[config.mk]
export PLATFORM = sky130hd
export DESIGN_NAME = stream_find_replace_all_unit_flat
export DESIGN_NICKNAME = d
export VERILOG_FILES = /design/src/hdl/sfr_pkg.sv /design/src/hdl/sfr_if.sv /design/src/hdl/sfr_cfg_regs.sv /design/src/hdl/sfr_datapath.sv /design/src/hdl/sfr_ctrl.sv /design/src/hdl/stream_find_replace_all_unit.sv /design/src/flat_wrapper.sv
export SDC_FILE = /design/constraint.sdc
export NUM_CORES = 1
export LEC_CHECK = 0
export BUFFER_PORTS_ARGS = -buffer_cell sky130_fd_sc_hd__buf_2
export CORE_MARGIN = 4
export CORE_UTILIZATION = 45
export CTS_CLUSTER_DIAMETER = 120
export CTS_CLUSTER_SIZE = 30
export DETAILED_ROUTE_END_ITERATION = 8
export PLACE_DENSITY = 0.62
export SLEW_MARGIN = 20
export SYNTH_ARGS = -nofsm -noshare
export SYNTH_HDL_FRONTEND = slang
export SYNTH_SLANG_ARGS = --single-unit
[constraint.sdc]
create_clock -name clk_i -period 3.7 [get_ports clk_i]
set_input_delay 0.555 -clock clk_i [delete_from_list [all_inputs] [get_ports clk_i]]
set_output_delay 0.555 -clock clk_i [all_outputs]
set_load 0.02 [all_outputs]
[src/hdl/sfr_pkg.sv]
package sfr_pkg;

  localparam int unsigned REG_BYTES  = 16;
  localparam int unsigned LEN_W      = 5;
  localparam int unsigned CFG_IDX_W  = 3;
  localparam int unsigned CFG_DATA_W = 64;

  localparam logic [CFG_IDX_W-1:0] REG_PATTERN_LOW      = 3'd0;
  localparam logic [CFG_IDX_W-1:0] REG_PATTERN_HIGH     = 3'd1;
  localparam logic [CFG_IDX_W-1:0] REG_PATTERN_LENGTH   = 3'd2;
  localparam logic [CFG_IDX_W-1:0] REG_REPLACEMENT_LOW  = 3'd3;
  localparam logic [CFG_IDX_W-1:0] REG_REPLACEMENT_HIGH = 3'd4;
  localparam logic [CFG_IDX_W-1:0] REG_REPLACEMENT_LEN  = 3'd5;

  typedef struct packed {
    logic [8*REG_BYTES-1:0] pattern;
    logic [LEN_W-1:0]       pattern_length;
    logic [8*REG_BYTES-1:0] replacement;
    logic [LEN_W-1:0]       replacement_length;
  } sfr_cfg_t;

  // controller to datapath
  typedef struct packed {
    logic load;
    logic emit_window;
    logic emit_repl;
    logic clear;
    logic finish;
  } sfr_cmd_t;

  // datapath to controller
  typedef struct packed {
    logic match;
    logic prefix;
    logic count_zero;
    logic repl_done;
    logic emit_ok;
    logic finish_ok;
    logic in_present;
    logic in_end;
    logic end_q;
  } sfr_sts_t;

endpackage

[src/hdl/sfr_if.sv]
interface sfr_in_if;
  logic       valid;
  logic       ready;
  logic [7:0] in_byte;
  logic       byte_present;
  logic       end_of_stream;

  modport source (output valid, in_byte, byte_present, end_of_stream, input ready);
  modport sink   (input valid, in_byte, byte_present, end_of_stream, output ready);
endinterface

interface sfr_out_if;
  logic       valid;
  logic       ready;
  logic [7:0] out_byte;
  logic       has_byte;
  logic       run_last;
  logic       stream_done;

  modport source (output valid, out_byte, has_byte, run_last, stream_done, input ready);
  modport sink   (input valid, out_byte, has_byte, run_last, stream_done, output ready);
endinterface

interface sfr_cfg_if;
  import sfr_pkg::*;
  logic                  valid;
  logic                  ready;
  logic [CFG_IDX_W-1:0]  reg_index;
  logic [CFG_DATA_W-1:0] wdata;

  modport source (output valid, reg_index, wdata, input ready);
  modport sink   (input valid, reg_index, wdata, output ready);
endinterface

[src/hdl/sfr_cfg_regs.sv]
module sfr_cfg_regs (
  input  logic                           clk_i,
  input  logic                           rst_ni,
  input  logic                           cfg_valid_i,
  input  logic [sfr_pkg::CFG_IDX_W-1:0]  cfg_index_i,
  input  logic [sfr_pkg::CFG_DATA_W-1:0] cfg_data_i,
  output sfr_pkg::sfr_cfg_t              cfg_o,
  output logic                           pat_wr_o
);
  import sfr_pkg::*;

  sfr_cfg_t cfg_q;

  always_ff @(posedge clk_i or negedge rst_ni) begin
    if (!rst_ni) begin
      cfg_q                    <= '0;
      cfg_q.pattern_length     <= LEN_W'(1);
    end else if (cfg_valid_i) begin
      case (cfg_index_i)
        REG_PATTERN_LOW:      cfg_q.pattern[63:0]            <= cfg_data_i;
        REG_PATTERN_HIGH:     cfg_q.pattern[127:64]          <= cfg_data_i;
        REG_PATTERN_LENGTH:   cfg_q.pattern_length           <= cfg_data_i[LEN_W-1:0];
        REG_REPLACEMENT_LOW:  cfg_q.replacement[63:0]        <= cfg_data_i;
        REG_REPLACEMENT_HIGH: cfg_q.replacement[127:64]      <= cfg_data_i;
        REG_REPLACEMENT_LEN:  cfg_q.replacement_length       <= cfg_data_i[LEN_W-1:0];
        default: ;
      endcase
    end
  end

  // any pattern change drops the held bytes
  assign pat_wr_o = cfg_valid_i &&
                    (cfg_index_i inside {REG_PATTERN_LOW, REG_PATTERN_HIGH, REG_PATTERN_LENGTH});
  assign cfg_o    = cfg_q;

endmodule

[src/hdl/sfr_datapath.sv]
module sfr_datapath #(
  parameter int unsigned PAT_CAP = 16,
  parameter int unsigned REP_CAP = 16
) (
  input  logic              clk_i,
  input  logic              rst_ni,
  input  sfr_pkg::sfr_cfg_t cfg_i,
  input  logic              pat_wr_i,
  input  logic [7:0]        in_byte_i,
  input  logic              byte_present_i,
  input  logic              end_of_stream_i,
  input  sfr_pkg::sfr_cmd_t cmd_i,
  output sfr_pkg::sfr_sts_t sts_o,
  input  logic              out_ready_i,
  output logic              out_valid_o,
  output logic [7:0]        out_byte_o,
  output logic              has_byte_o,
  output logic              run_last_o,
  output logic              stream_done_o
);
  import sfr_pkg::*;

  localparam int unsigned CW = $clog2(PAT_CAP + 1);
  localparam int unsigned IW = (PAT_CAP > 1) ? $clog2(PAT_CAP) : 1;
  localparam int unsigned RW = $clog2(REP_CAP + 2);

  logic [7:0]       win_q [PAT_CAP];
  logic [CW-1:0]    count_q;
  logic [CW-1:0]    plen;
  logic [CW-1:0]    app_cnt;
  logic [IW-1:0]    app_idx;
  logic [LEN_W-1:0] plen_full;
  logic [LEN_W-1:0] rlen_full;
  logic [RW-1:0]    rlen;
  logic [RW-1:0]    rep_idx_q;
  logic [3:0]       rep_sel;
  logic [7:0]       rep_byte;
  logic [7:0]       new_byte;
  logic             prefix;
  logic             emit;
  logic             end_q;
  logic             hold_vld_q;
  logic [7:0]       hold_byte_q;
  logic             out_vld_q;
  logic             out_free;
  logic             push_hold;
  logic             push_last;

  // effective lengths: pattern 1..PAT_CAP, replacement 0..REP_CAP
  always_comb begin
    plen_full = cfg_i.pattern_length;
    if (plen_full == '0) plen_full = LEN_W'(1);
    if (plen_full > LEN_W'(PAT_CAP)) plen_full = LEN_W'(PAT_CAP);
    rlen_full = cfg_i.replacement_length;
    if (rlen_full > LEN_W'(REP_CAP)) rlen_full = LEN_W'(REP_CAP);
  end
  assign plen = CW'(plen_full);
  assign rlen = RW'(rlen_full);

  assign app_cnt = (count_q >= plen) ? '0 : count_q;
  assign app_idx = IW'(app_cnt);

  always_comb begin
    prefix = 1'b1;
    for (int i = 0; i < PAT_CAP; i++) begin
      if ((CW'(i) < count_q) && (win_q[i] != cfg_i.pattern[8*i +: 8])) prefix = 1'b0;
    end
  end

  assign rep_sel  = 4'(rep_idx_q);
  assign rep_byte = cfg_i.replacement[{rep_sel, 3'b000} +: 8];
  assign emit     = cmd_i.emit_window || cmd_i.emit_repl;
  assign new_byte = cmd_i.emit_repl ? rep_byte : win_q[0];

  always_ff @(posedge clk_i) begin
    if (cmd_i.load && byte_present_i) begin
      win_q[app_idx] <= in_byte_i;
    end else if (cmd_i.emit_window) begin
      for (int i = 0; i < PAT_CAP - 1; i++) begin
        win_q[i] <= win_q[i+1];
      end
    end
  end

  always_ff @(posedge clk_i or negedge rst_ni) begin
    if (!rst_ni) begin
      count_q   <= '0;
      rep_idx_q <= '0;
      end_q     <= 1'b0;
    end else begin
      if (pat_wr_i) begin
        count_q <= '0;
      end else if (cmd_i.load && byte_present_i) begin
        count_q <= app_cnt + CW'(1);
      end else if (cmd_i.emit_window) begin
        count_q <= count_q - CW'(1);
      end else if (cmd_i.clear) begin
        count_q <= '0;
      end
      if (cmd_i.load) begin
        rep_idx_q <= '0;
        end_q     <= end_of_stream_i;
      end else if (cmd_i.emit_repl) begin
        rep_idx_q <= rep_idx_q + RW'(1);
      end
    end
  end

  // newest word waits in the hold stage until we know whether it ends the run
  assign out_free  = !out_vld_q || out_ready_i;
  assign push_hold = emit && hold_vld_q;
  assign push_last = cmd_i.finish && (hold_vld_q || end_q);

  always_ff @(posedge clk_i or negedge rst_ni) begin
    if (!rst_ni) begin
      hold_vld_q <= 1'b0;
      out_vld_q  <= 1'b0;
    end else begin
      out_vld_q <= push_hold || push_last || (out_vld_q && !out_ready_i);
      if (emit) begin
        hold_vld_q <= 1'b1;
      end else if (cmd_i.finish) begin
        hold_vld_q <= 1'b0;
      end
    end
  end

  always_ff @(posedge clk_i) begin
    if (emit) hold_byte_q <= new_byte;
    if (push_hold) begin
      out_byte_o    <= hold_byte_q;
      has_byte_o    <= 1'b1;
      run_last_o    <= 1'b0;
      stream_done_o <= 1'b0;
    end else if (push_last) begin
      out_byte_o    <= hold_vld_q ? hold_byte_q : 8'h00;
      has_byte_o    <= hold_vld_q;
      run_last_o    <= 1'b1;
      stream_done_o <= end_q;
    end
  end

  assign out_valid_o = out_vld_q;

  always_comb begin
    sts_o            = '0;
    sts_o.prefix     = prefix;
    sts_o.match      = (count_q == plen) && prefix;
    sts_o.count_zero = (count_q == '0);
    sts_o.repl_done  = (rep_idx_q == rlen);
    sts_o.emit_ok    = !hold_vld_q || out_free;
    sts_o.finish_ok  = !(hold_vld_q || end_q) || out_free;
    sts_o.in_present = byte_present_i;
    sts_o.in_end     = end_of_stream_i;
    sts_o.end_q      = end_q;
  end

endmodule

[src/hdl/sfr_ctrl.sv]
module sfr_ctrl (
  input  logic              clk_i,
  input  logic              rst_ni,
  input  logic              in_valid_i,
  output logic              in_ready_o,
  input  sfr_pkg::sfr_sts_t sts_i,
  output sfr_pkg::sfr_cmd_t cmd_o
);
  import sfr_pkg::*;

  localparam logic [2:0] ST_IDLE   = 3'd0;
  localparam logic [2:0] ST_EVAL   = 3'd1;
  localparam logic [2:0] ST_SHIFT  = 3'd2;
  localparam logic [2:0] ST_REPL   = 3'd3;
  localparam logic [2:0] ST_FLUSH  = 3'd4;
  localparam logic [2:0] ST_FINISH = 3'd5;

  logic [2:0] state_q, state_d;
  logic [2:0] after_run;

  assign after_run = sts_i.end_q ? ST_FLUSH : ST_FINISH;

  always_comb begin
    state_d    = state_q;
    cmd_o      = '0;
    in_ready_o = 1'b0;
    case (state_q)
      ST_IDLE: begin
        in_ready_o = 1'b1;
        if (in_valid_i) begin
          cmd_o.load = 1'b1;
          if (sts_i.in_present) begin
            state_d = ST_EVAL;
          end else if (sts_i.in_end) begin
            state_d = ST_FLUSH;
          end
        end
      end
      ST_EVAL: begin
        if (sts_i.match) begin
          state_d = ST_REPL;
        end else if (!sts_i.prefix) begin
          state_d = ST_SHIFT;
        end else begin
          state_d = after_run;
        end
      end
      ST_SHIFT: begin
        // shift front bytes out to the output until the window is a prefix again
        if (!sts_i.prefix) begin
          cmd_o.emit_window = sts_i.emit_ok;
        end else begin
          state_d = after_run;
        end
      end
      ST_REPL: begin
        if (sts_i.repl_done) begin
          cmd_o.clear = 1'b1;
          state_d     = after_run;
        end else begin
          cmd_o.emit_repl = sts_i.emit_ok;
        end
      end
      ST_FLUSH: begin
        if (!sts_i.count_zero) begin
          cmd_o.emit_window = sts_i.emit_ok;
        end else begin
          state_d = ST_FINISH;
        end
      end
      ST_FINISH: begin
        if (sts_i.finish_ok) begin
          cmd_o.finish = 1'b1;
          state_d      = ST_IDLE;
        end
      end
      default: begin
        state_d = ST_IDLE;
      end
    endcase
  end

  always_ff @(posedge clk_i or negedge rst_ni) begin
    if (!rst_ni) begin
      state_q <= ST_IDLE;
    end else begin
      state_q <= state_d;
    end
  end

endmodule

[src/hdl/stream_find_replace_all_unit.sv]
// Stream find-and-replace: every leftmost, non-overlapping occurrence of the
// configured pattern in the byte stream is replaced by the replacement.
// in_i   : one text byte per word, or a bare end marker; end_of_stream flushes.
// out_o  : one byte per word; run_last marks the last word caused by an input
//          word, stream_done the last word of the stream (a marker word with
//          has_byte low is sent when an end word would otherwise give nothing).
// cfg_i  : register writes, always ready; write only while the unit is idle.
//          Writing any pattern register drops the bytes held in the window.
// Timing : one input word at a time. A byte is loaded and evaluated; a shift
//          run, replacement or end flush then emits its words, and a finish
//          step closes the item before the next acceptance. A bare end word
//          goes straight to the end flush; an empty word leaves the unit ready
//          at once. One word per cycle passes the hold stage unless out_o stalls.
// Finish : the last word of a run leaves the hold stage in the finish step, so
//          it shows on out_o in the cycle after that step.
// Stall  : out_o waiting holds the sequence; the output register still lets
//          the unit take the next input while a finished word waits.
// Reset  : clears the window count, the output and the registers (pattern
//          length 1, everything else zero).
module stream_find_replace_all_unit #(
  parameter int unsigned MAX_PATTERN_BYTES     = 16,
  parameter int unsigned MAX_REPLACEMENT_BYTES = 16
) (
  input logic       clk_i,
  input logic       rst_ni,
  sfr_in_if.sink    in_i,
  sfr_out_if.source out_o,
  sfr_cfg_if.sink   cfg_i
);
  import sfr_pkg::*;

  localparam int unsigned PAT_CAP =
    (MAX_PATTERN_BYTES < REG_BYTES) ? MAX_PATTERN_BYTES : REG_BYTES;
  localparam int unsigned REP_CAP =
    (MAX_REPLACEMENT_BYTES < REG_BYTES) ? MAX_REPLACEMENT_BYTES : REG_BYTES;

  sfr_cfg_t cfg;
  sfr_cmd_t cmd;
  sfr_sts_t sts;
  logic     pat_wr;
  logic     in_ready;

  assign cfg_i.ready = 1'b1;
  assign in_i.ready  = in_ready;

  sfr_cfg_regs u_cfg (
    .clk_i       (clk_i),
    .rst_ni      (rst_ni),
    .cfg_valid_i (cfg_i.valid),
    .cfg_index_i (cfg_i.reg_index),
    .cfg_data_i  (cfg_i.wdata),
    .cfg_o       (cfg),
    .pat_wr_o    (pat_wr)
  );

  sfr_datapath #(
    .PAT_CAP (PAT_CAP),
    .REP_CAP (REP_CAP)
  ) u_dp (
    .clk_i           (clk_i),
    .rst_ni          (rst_ni),
    .cfg_i           (cfg),
    .pat_wr_i        (pat_wr),
    .in_byte_i       (in_i.in_byte),
    .byte_present_i  (in_i.byte_present),
    .end_of_stream_i (in_i.end_of_stream),
    .cmd_i           (cmd),
    .sts_o           (sts),
    .out_ready_i     (out_o.ready),
    .out_valid_o     (out_o.valid),
    .out_byte_o      (out_o.out_byte),
    .has_byte_o      (out_o.has_byte),
    .run_last_o      (out_o.run_last),
    .stream_done_o   (out_o.stream_done)
  );

  sfr_ctrl u_ctrl (
    .clk_i      (clk_i),
    .rst_ni     (rst_ni),
    .in_valid_i (in_i.valid),
    .in_ready_o (in_ready),
    .sts_i      (sts),
    .cmd_o      (cmd)
  );

endmodule

[src/flat_wrapper.sv]
// flat-port wrapper written by rule: the top's interface ports become plain ports
module stream_find_replace_all_unit_flat import sfr_pkg::*;
#(
  parameter int unsigned MAX_PATTERN_BYTES     = 16,
  parameter int unsigned MAX_REPLACEMENT_BYTES = 16
)
  (clk_i, rst_ni, in_i_valid, in_i_in_byte, in_i_byte_present, in_i_end_of_stream, in_i_ready, out_o_valid, out_o_out_byte, out_o_has_byte, out_o_run_last, out_o_stream_done, out_o_ready, cfg_i_valid, cfg_i_reg_index, cfg_i_wdata, cfg_i_ready);
  sfr_in_if in_i_i ();
  sfr_out_if out_o_i ();
  sfr_cfg_if cfg_i_i ();
  input logic clk_i;
  input logic rst_ni;
  input wire logic [$bits(in_i_i.valid)-1:0] in_i_valid;
  input wire logic [$bits(in_i_i.in_byte)-1:0] in_i_in_byte;
  input wire logic [$bits(in_i_i.byte_present)-1:0] in_i_byte_present;
  input wire logic [$bits(in_i_i.end_of_stream)-1:0] in_i_end_of_stream;
  output wire logic [$bits(in_i_i.ready)-1:0] in_i_ready;
  output wire logic [$bits(out_o_i.valid)-1:0] out_o_valid;
  output wire logic [$bits(out_o_i.out_byte)-1:0] out_o_out_byte;
  output wire logic [$bits(out_o_i.has_byte)-1:0] out_o_has_byte;
  output wire logic [$bits(out_o_i.run_last)-1:0] out_o_run_last;
  output wire logic [$bits(out_o_i.stream_done)-1:0] out_o_stream_done;
  input wire logic [$bits(out_o_i.ready)-1:0] out_o_ready;
  input wire logic [$bits(cfg_i_i.valid)-1:0] cfg_i_valid;
  input wire logic [$bits(cfg_i_i.reg_index)-1:0] cfg_i_reg_index;
  input wire logic [$bits(cfg_i_i.wdata)-1:0] cfg_i_wdata;
  output wire logic [$bits(cfg_i_i.ready)-1:0] cfg_i_ready;
  assign in_i_i.valid = in_i_valid;
  assign in_i_i.in_byte = in_i_in_byte;
  assign in_i_i.byte_present = in_i_byte_present;
  assign in_i_i.end_of_stream = in_i_end_of_stream;
  assign in_i_ready = in_i_i.ready;
  assign out_o_valid = out_o_i.valid;
  assign out_o_out_byte = out_o_i.out_byte;
  assign out_o_has_byte = out_o_i.has_byte;
  assign out_o_run_last = out_o_i.run_last;
  assign out_o_stream_done = out_o_i.stream_done;
  assign out_o_i.ready = out_o_ready;
  assign cfg_i_i.valid = cfg_i_valid;
  assign cfg_i_i.reg_index = cfg_i_reg_index;
  assign cfg_i_i.wdata = cfg_i_wdata;
  assign cfg_i_ready = cfg_i_i.ready;
  stream_find_replace_all_unit #(.MAX_PATTERN_BYTES(MAX_PATTERN_BYTES), .MAX_REPLACEMENT_BYTES(MAX_REPLACEMENT_BYTES)) u_core (.clk_i(clk_i), .rst_ni(rst_ni), .in_i(in_i_i), .out_o(out_o_i), .cfg_i(cfg_i_i));
endmodule
### Word-level counts from Yosys, hierarchy flattened

Memories as Yosys holds them, arrays and structs flattened.
Index checks and enable logic that the tools add are counted.

* $add $sub $neg: 3
* order comparisons: 19
* equality and inequality tests: 34
* shifts and indexed selects: 1
* mux-type cells: 62
* reductions and logical operators: 50

Operators by type and width (number)
* $ne 8x8->1: 16
* $shiftx 128x8->8: 1
* $mux 5: 10
* $lt 4x5->1 const A: 8
* $mux 8: 5
* $mux 1: 34
* $mux 3: 9
* $logic_and 1x1->1: 22
* $lt 3x5->1 const A: 4
* $pmux 3 s6: 1
* $eq 3x2->1 const B: 4
* $eq 3x3->1 const B: 4
* $reduce_and 2->1: 6
* $add 5x1->5 const B: 2
* $eq 5x5->1: 2
* $gt 5x5->1 const B: 2
* $logic_not 5->1: 2
* $lt 1x5->1 const A: 2
* $lt 2x5->1 const A: 2
* $reduce_or 8->1: 1
* $logic_or 1x1->1: 7
* $eq 3x1->1 const B: 2
* $logic_not 3->1: 2
* $ne 2x1->1 const B: 3
* other kinds (12): 18

* register bits after elaboration: 301
* RAM bits: 128
* bits of input ports: 82
* logic and storage cells: 187
* memories: 1

Memories
* u_core.u_dp.win_q: words 16, bits a word 8, read ports 16, clocked after Yosys merged registers in 0, write ports 15, line sfr_datapath.sv:27 `logic [7:0] win_q [PAT_CAP];`

### Logic depth before layout (Yosys ltp)

Gate-level depths: netlist of the first run.
An unclocked memory read counts as a cell.

* word-level depth: 26
* gate-level depth with buffers: 15
* depth with buffers taken out: 14

### Hierarchy

Synthesis of the first run repeated with hierarchy kept, for this count alone.

* cell total of the unflattened synthesis: 1464
* area total of the unflattened synthesis: 20240.7 sq um

By module, submodules not included
* sfr_cfg_regs: instances 1, cells an instance 568, area an instance 10520.1 sq um, seq. area each 6657.6 sq um
* sfr_datapath: instances 1, cells an instance 858, area an instance 9391.5 sq um, seq. area each 4709.5 sq um
* sfr_ctrl: instances 1, cells an instance 36, area an instance 317.8 sq um, seq. area each 75.1 sq um
* stream_find_replace_all_unit: instances 1, cells an instance 2, area an instance 11.3 sq um, seq. area each 0.0 sq um

### Least setup slack after synthesis of the first run

Ideal clock, no wire load.

* kind: flip-flop to flip-flop
* from: register u_core.u_cfg.cfg_q, in the netlist u_core.u_cfg.cfg_o[137]
* to: register u_core.u_dp.count_q[2]
* setup time: 99 ps
* arrival: 3074 ps
* data required time: 3601 ps
* slack: 527 ps
* stages on the path, launching flop included: 16
* path buffers: 1
* clock period less this slack: 3173 ps
* cells stage by stage: dfrtp_1 -> inv_1 -> nand2_1 -> ha_1 -> a21o_1 -> a21o_1 -> a221oi_1 -> nand2_1 -> inv_1 -> ha_1 -> clkbuf_1 -> xor2_1 -> a21oi_1 -> o21ai_0 -> o211ai_1 -> a311oi_1

* cells in the longest elaborated chain, start to end: 9

Ends and longest elaborated chain
* start: declaration: line sfr_cfg_regs.sv:12 `sfr_cfg_t cfg_q;`
* $logic_not 5->1: line sfr_datapath.sv:52 `if (plen_full == '0) plen_full = LEN_W'(1);`
* $mux 5 *: line sfr_datapath.sv:52
* $gt 5x5->1: line sfr_datapath.sv:53 `if (plen_full > LEN_W'(PAT_CAP)) plen_full = LEN_W'(PAT_CAP);`
* $mux 5 *: line sfr_datapath.sv:53
* $ge 5x5->1 *: line sfr_datapath.sv:60 `assign app_cnt = (count_q >= plen) ? '0 : count_q;`
* $mux 5 *: line sfr_datapath.sv:60
* $add 5x1->5 *: line sfr_datapath.sv:94 `count_q <= app_cnt + CW'(1);`
* $mux 5 *: line sfr_datapath.sv:93 `end else if (cmd_i.load && byte_present_i) begin`
* $mux 5 *: line sfr_datapath.sv:91 `if (pat_wr_i) begin`
* end signal: assignment: line sfr_datapath.sv:94
* end signal: assignment: line sfr_datapath.sv:96 `count_q <= count_q - CW'(1);`
* end: declaration: line sfr_datapath.sv:28 `logic [CW-1:0] count_q;`

Every way passes the cells marked *; elsewhere a longest branch is shown, timed or not.
A chain may end at the register's enable or synchronous reset.

==> results.json, run 1 <==
{
  "path_max_fanout": 22,
  "cts.sinks": 429,
  "wire_per_inst_um": 25.7,
  "cpPeakStageDelay_ns": 0.64,
  "crit_required_ns": 4.00,
  "synth_cell_types": 70,
  "grt_pass1_vias": 12158,
  "antenna_left": 0,
  "ys_ff_latch": 429,
  "endpoint_kind": "flop",
  "yosys_warnings": 0,
  "synth-main-ff-cell": "dfrtp_1",
  "wl_um": 53300,
  "grt_pass1_wl_um": 80000,
  "layout_commonest_cell": "dfrtp_1",
  "relSlewSlack_pct": 34.5,
  "cts_root_buf": "clkbuf_16",
  "portBuffers": 94,
  "async_flop_share_pct": 65.7,
  "final_max_slew_viol_count": 0,
  "powerDensity_nw_per_um2": 729,
  "final_cell_mix": "279 x dfrtp_1, 274 x mux2_2, 144 x edfxtp_1",
  "antenna_found_initial": 2,
  "die_h_um": 222,
  "cts_resized": 0,
  "core_sq_um": 45300,
  "cp-start-kind": "flop",
  "slowest_stage": "or4_1",
  "fin_tns_setup_ns": 0,
  "hold_viol": 0,
  "seq_area_frac_synth_pct": 55.6,
  "globalRoute.totalOverflow": 0,
  "fin_crit_sh_pct": 96.7,
  "critPathKind": "reg -> reg",
  "peakVddDrop_uv": 403,
  "track_usage_pct": 21.4,
  "drtIter0Drc": 933,
  "reg2reg_from": "u_core.u_dp.win_q[6][5]$_DFFE_PP_",
  "clockBufferDepth": 3,
  "r2r_slack_ns": 0.12,
  "initial_utilization_pct": 45.4,
  "cts.hold.buffers_added": 0,
  "multi_input_area_sq_um": 8600,
  "fill_cells": 3960,
  "critPathArrivalTime_ns": 3.88,
  "gp_congestion": 0.900,
  "synthesis.nets": 1453,
  "path_buf_inv": 2,
  "rsz0062_at_grt": "false",
  "cts_setup_buffers": 0,
  "tightest_slew_ns": 0.980,
  "antenna_cells": 0,
  "period_needed_ns": 3.58,
  "drc_errors": 0,
  "synth_edf_count": 144,
  "status": "finished, final reports clean",
  "grt_max_degree": 115,
  "syn_area_per_cell_sq_um": 15.1,
  "die_w_um": 222,
  "via_per_inst": 5.63,
  "dp_hpwl_um": 39100,
  "ff2ff_path_depth": 10,
  "clk_pin_slew_ns": 0.12,
  "io_pins": 96,
  "drive_gt1_share_pct": 41.3,
  "dr.pass1.iters": 5,
  "crit_family": "simple AND/OR/NAND/NOR gates",
  "synthCells": 1358,
  "clk-insertion-delay-late_ns": 0.56,
  "area_growth_pct": 9.37,
  "cts_buffers": 18,
  "cellLeakagePower_nw": 9.34,
  "cts_htree_levels": 1,
  "num_rows": 78,
  "vias": 11670,
  "hp-class": "in -> async",
  "seqCellArea_sq_um": 11400,
  "cp_cell_sequence": "xor2_1 -> nor4_1 -> buf_4 -> a21oi_1 -> a2111oi_4 -> o211ai_2 -> or4_1 -> nand2_8 -> buf_12 -> mux2_1",
  "synth_area_sq_um": 20600,
  "cap_violations": 0,
  "cts_tree": "done",
  "nets": 1555,
  "final.setup_skew_ns": 0.0375,
  "fin_hold_ws_ns": 0.0957,
  "finalSetupViolations": 0,
  "die_area_sq_um": 49200,
  "fmax_ghz": 0.279,
  "r2r_end": "u_core.u_dp.win_q[13][7]$_DFFE_PP_"
}
[sequential cells by signal, summed over array words and instances, names as in the netlist]
name / cells
u_core.u_dp.stream_done_o: 1
u_core.u_dp.run_last_o: 1
u_core.u_dp.count_q: 5
u_core.u_dp.hold_byte_q: 8
u_core.u_dp.win_q: 128
u_core.u_dp.hold_vld_q: 1
u_core.u_ctrl.state_q: 3
u_core.u_dp.rep_idx_q: 5
u_core.u_dp.out_valid_o: 1
u_core.u_cfg.cfg_o: 266
u_core.u_dp.end_q: 1
u_core.u_dp.out_byte_o: 8
u_core.u_dp.has_byte_o: 1
[routing by layer]
metal,up-vias,share of wire (%),GRT usage (%),wire length [um]
li1,5178,-,-,-
met1,6129,45,30.6,24100
met2,304,47,34.9,25100
met3,59,4.7,3.01,2510
met4,0,3.1,5.72,1640
met5,-,0,0,0
[stage by stage]
step | area, sq um | worst slack, ns | power [mW] | utilization, % | instances
after floorplan | 20600 | 0.527 | 12.1 | - | 1358
after global placement | 22000 | 0.185 | 13.9 | 48.5 | 2040
after detailed placement | 22000 | 0.245 | 14.0 | 48.5 | 2040
after CTS | 22500 | 0.192 | 16.5 | 49.7 | 2071
after global routing | 22500 | 0.0111 | 17.2 | 49.7 | 2071
final | 22500 | 0.122 | 16.4 | 49.7 | 2071
[cell type report]
cell class	instances	area share (%)
inverter	11	0.184
clock buffer	29	2.28
sequential	429	50.9
clock inverter	2	0.111
multi-input combinational	840	38.3
tap	600	3.34
timing repair buffer	160	4.95
[logic make-up (layout without fill, tap and decap cells)]
group / after synthesis / after routing / synth area share [%]
multiplexers: 435 / 435 / 27.8
flip-flops: 429 / 429 / 55.6
AND/OR/NAND/NOR: 177 / 177 / 4.61
XOR/XNOR: 138 / 138 / 5.88
buffers and inverters: 89 / 202 / 2.64
AO/OA/AOI/OAI: 76 / 76 / 2.60
adder cells (fa/ha/maj): 13 / 13 / 0.791
other: 1 / 1 / 0.0182
[worst reg2reg max path: cells and delay by family (launching register included)]
kind / cells / cell delay (ns)
simple gates: 3 / 1.34
xor+xnor: 1 / 0.16
mux: 1 / 0.35
compound gates: 3 / 0.58
flops: 1 / 0.45
buf+inv: 2 / 0.43
[synthesized netlist by cell type, types with 13 or more instances]
cell type	n	area (sq um)
dfrtp_1	281	7030
mux2_2	274	3090
edfxtp_1	144	4320
xor2_1	120	1050
mux2_4	100	1500
nand2_1	58	218
clkbuf_1	54	203
mux4_2	40	901
nor4_1	27	169
nor2_1	21	78.8
mux2_1	20	225
a21oi_1	19	95.1
xnor2_1	18	158
and2_1	15	93.8
nor3_1	14	70.1
ha_1	13	163
[where the power goes]
group | switching (mW) | internal (mW) | total (mW)
clock | 1.49 | 0.989 | 2.47
sequential | 1.16 | 6.74 | 7.89
combinational | 2.91 | 3.11 | 6.02
[worst max path at each step]
stage                                         from                            endpoint  slack, ns  cells past startpoint
2_1_floorplan  u_core.u_cfg.cfg_o[137]$_DFFE_PN0P_  u_core.u_dp.count_q[2]$_DFFE_PN0P_       0.53                     15
3_3_place_gp     u_core.u_dp.win_q[6][5]$_DFFE_PP_  u_core.u_dp.win_q[13][7]$_DFFE_PP_       0.19                     10
3_5_place_dp     u_core.u_dp.win_q[6][5]$_DFFE_PP_   u_core.u_dp.win_q[3][7]$_DFFE_PP_       0.25                     10
4_1_cts          u_core.u_dp.win_q[6][5]$_DFFE_PP_  u_core.u_dp.win_q[13][7]$_DFFE_PP_       0.19                     10
5_1_grt        u_core.u_cfg.cfg_o[137]$_DFFE_PN0P_  u_core.u_dp.count_q[2]$_DFFE_PN0P_       0.01                     15
6_report         u_core.u_dp.win_q[6][5]$_DFFE_PP_  u_core.u_dp.win_q[13][7]$_DFFE_PP_       0.12                     10
(Power assumes the default switching activity.)
==> run 2, diff against run 1 <==
--- a/config.mk
+++ b/config.mk
@@ -7,11 +7,12 @@
 export LEC_CHECK = 0
 export BUFFER_PORTS_ARGS = -buffer_cell sky130_fd_sc_hd__buf_2
 export CORE_MARGIN = 4
-export CORE_UTILIZATION = 45
+export CORE_UTILIZATION = 55
 export CTS_CLUSTER_DIAMETER = 120
 export CTS_CLUSTER_SIZE = 30
 export DETAILED_ROUTE_END_ITERATION = 8
-export PLACE_DENSITY = 0.62
+export GPL_TIMING_DRIVEN = 0
+export PLACE_DENSITY = 0.74
 export SLEW_MARGIN = 20
 export SYNTH_ARGS = -nofsm -noshare
 export SYNTH_HDL_FRONTEND = slang
==> constraint.sdc (replaced) <==
create_clock -name clk_i -period 3.3 [get_ports clk_i]
set_input_delay 0.495 -clock clk_i [delete_from_list [all_inputs] [get_ports clk_i]]
set_output_delay 0.495 -clock clk_i [all_outputs]
set_load 0.02 [all_outputs]
==> results.json, run 2 (synthesis gave the netlist of run 1 again) <==
{
  "dp_worst_setup_slack_ns": -0.870,
  "slowest_stage": "or4_1",
  "fill_cells": 2717,
  "period_needed_ns": 3.43,
  "drc_errors": 0,
  "hold-path-cell-count": 2,
  "rsz0062_at_grt": "true",
  "drive_gt1_share_pct": 43.0,
  "tightest_slew_ns": 1.02,
  "path_max_fanout": 10,
  "drtIter0Drc": 1248,
  "path_buf_inv": 3,
  "crit_cells": 11,
  "fin_tns_setup_ns": -12.64,
  "grt_pass1_wl_um": 81100,
  "clk-insertion-delay-late_ns": 0.55,
  "largest_reg_flops": 266,
  "wire_per_inst_um": 28.0,
  "grt_max_degree": 97,
  "cap_violations": 0,
  "status": "finished with violations",
  "hold_viol": 0,
  "antenna_left": 0,
  "final.setup_skew_ns": 0.0235,
  "io_pins": 96,
  "grt_pass1_vias": 12274,
  "layout_commonest_cell": "dfrtp_1",
  "fin_crit_sh_pct": 104,
  "placed_cells": 1923,
  "critPathKind": "reg -> reg",
  "cts_root_buf": "clkbuf_16",
  "crit_family": "simple AND/OR/NAND/NOR gates",
  "track_usage_pct": 26.8,
  "cts_htree_levels": 1,
  "cts_tree": "done",
  "antenna_found_initial": 1,
  "violations": "setup timing",
  "via_per_inst": 6.17,
  "fin_ws_ns": -0.127,
  "cts.sinks": 429,
  "final_max_slew_viol_count": 0,
  "critPathArrivalTime_ns": 3.74,
  "placed_area_sq_um": 21700,
  "dr.pass1.iters": 8,
  "powerDensity_nw_per_um2": 843,
  "endpoint_kind": "flop",
  "core_sq_um": 36800,
  "clockBufferDepth": 3,
  "postLayoutCoreUtil_pct": 62.9,
  "wl_um": 55500,
  "cpPeakStageDelay_ns": 0.49,
  "globalRoute.totalOverflow": 0,
  "nets": 1600,
  "antenna_cells": 0,
  "die_w_um": 201,
  "cellLeakagePower_nw": 9.55,
  "num_rows": 70,
  "crit_required_ns": 3.61,
  "crit_top_cell": "buf_12",
  "hp-class": "in -> reg",
  "cp-start-kind": "flop",
  "initial_utilization_pct": 55.9,
  "clk_pin_slew_ns": 0.11,
  "finalSetupViolations": 204,
  "instances_no_fill": 1984,
  "final_cell_mix": "280 x dfrtp_1, 274 x mux2_2, 144 x edfxtp_1",
  "fmax_ghz": 0.292,
  "total_power_mw": 19.5,
  "die_h_um": 201,
  "ff2ff_path_depth": 11,
  "cp_cell_sequence": "xor2_1 -> nor4_1 -> nand2_1 -> a32oi_1 -> o221ai_1 -> or4_1 -> buf_6 -> nand2_8 -> buf_12 -> buf_12 -> mux2_4",
  "die_area_sq_um": 40500,
  "final_area_sq_um": 23100,
  "area_growth_pct": 12.4,
  "relSlewSlack_pct": 32.2,
  "peakVddDrop_uv": 585,
  "gp_congestion": 0.938,
  "portBuffers": 92,
  "cts_buffers": 18,
  "vias": 12232,
  "dp_hpwl_um": 41000,
  "fin_hold_ws_ns": 0.209
}
[run 2: layer usage]
metal	share of wire [%]	track usage, %
met2	46	42.2
met4	3.8	8.45
met1	42	37.9
met3	8.4	5.90
met5	0.023	0
[run 2: layout make-up]
class	count	area (sq um)	share of cell area, %
plain buffers	77	549	2.38
clock inverters	2	46.3	0.200
repair buffers	128	965	4.17
flip-flops and latches	429	11400	49.5
inverters	11	41.3	0.179
multi-input cells	840	9000	38.9
well taps	468	586	2.53
clock buffers	29	492	2.13
[run 2: power breakdown]
part | leakage [nW] | internal [mW] | total [mW] | switching (mW)
clock | 0.253 | 1.07 | 2.76 | 1.68
sequential | 4.76 | 7.55 | 8.75 | 1.20
combinational | 4.53 | 4.09 | 7.99 | 3.90
total | 9.55 | 12.7 | 19.5 | 6.78
[run 2: path summary, 6_finish.rpt]
path / startpoint / end / slack, ns
min reg2reg: u_core.u_cfg.cfg_o[115]$_DFFE_PN0P_ / u_core.u_cfg.cfg_o[115]$_DFFE_PN0P_ / 0.51
max in group asynchronous: rst_ni / u_core.u_cfg.cfg_o[127]$_DFFE_PN0P_ / 1.73
min: in_i_end_of_stream / u_core.u_dp.end_q$_DFFE_PN0P_ / 0.21
max reg2reg: u_core.u_dp.win_q[14][0]$_DFFE_PP_ / u_core.u_dp.win_q[1][1]$_DFFE_PP_ / -0.13
max: u_core.u_dp.win_q[14][0]$_DFFE_PP_ / u_core.u_dp.win_q[1][1]$_DFFE_PP_ / -0.13
min in group asynchronous: rst_ni / u_core.u_cfg.cfg_o[1]$_DFFE_PN0P_ / 0.39
[run 2: worst register-to-register path, delay by kind of cell, from the launching register on]
family                 cells  cell delay, ns
AO/OA/AOI/OAI              2            0.50
XOR/XNOR                   1            0.18
buffers and inverters      3            0.51
flip-flops                 1            0.46
multiplexers               1            0.32
AND/OR/NAND/NOR            4            1.22
[run 2: timing repair]
item                                    4_1_cts  5_1_grt
hold endpoints to repair                     26        0
endpoints found under the setup margin      281      252
pin swaps                                    13        5
gates cloned                                  2        6
gates resized for setup                      71       28
setup buffers                                11       10
hold buffers                                  1        0
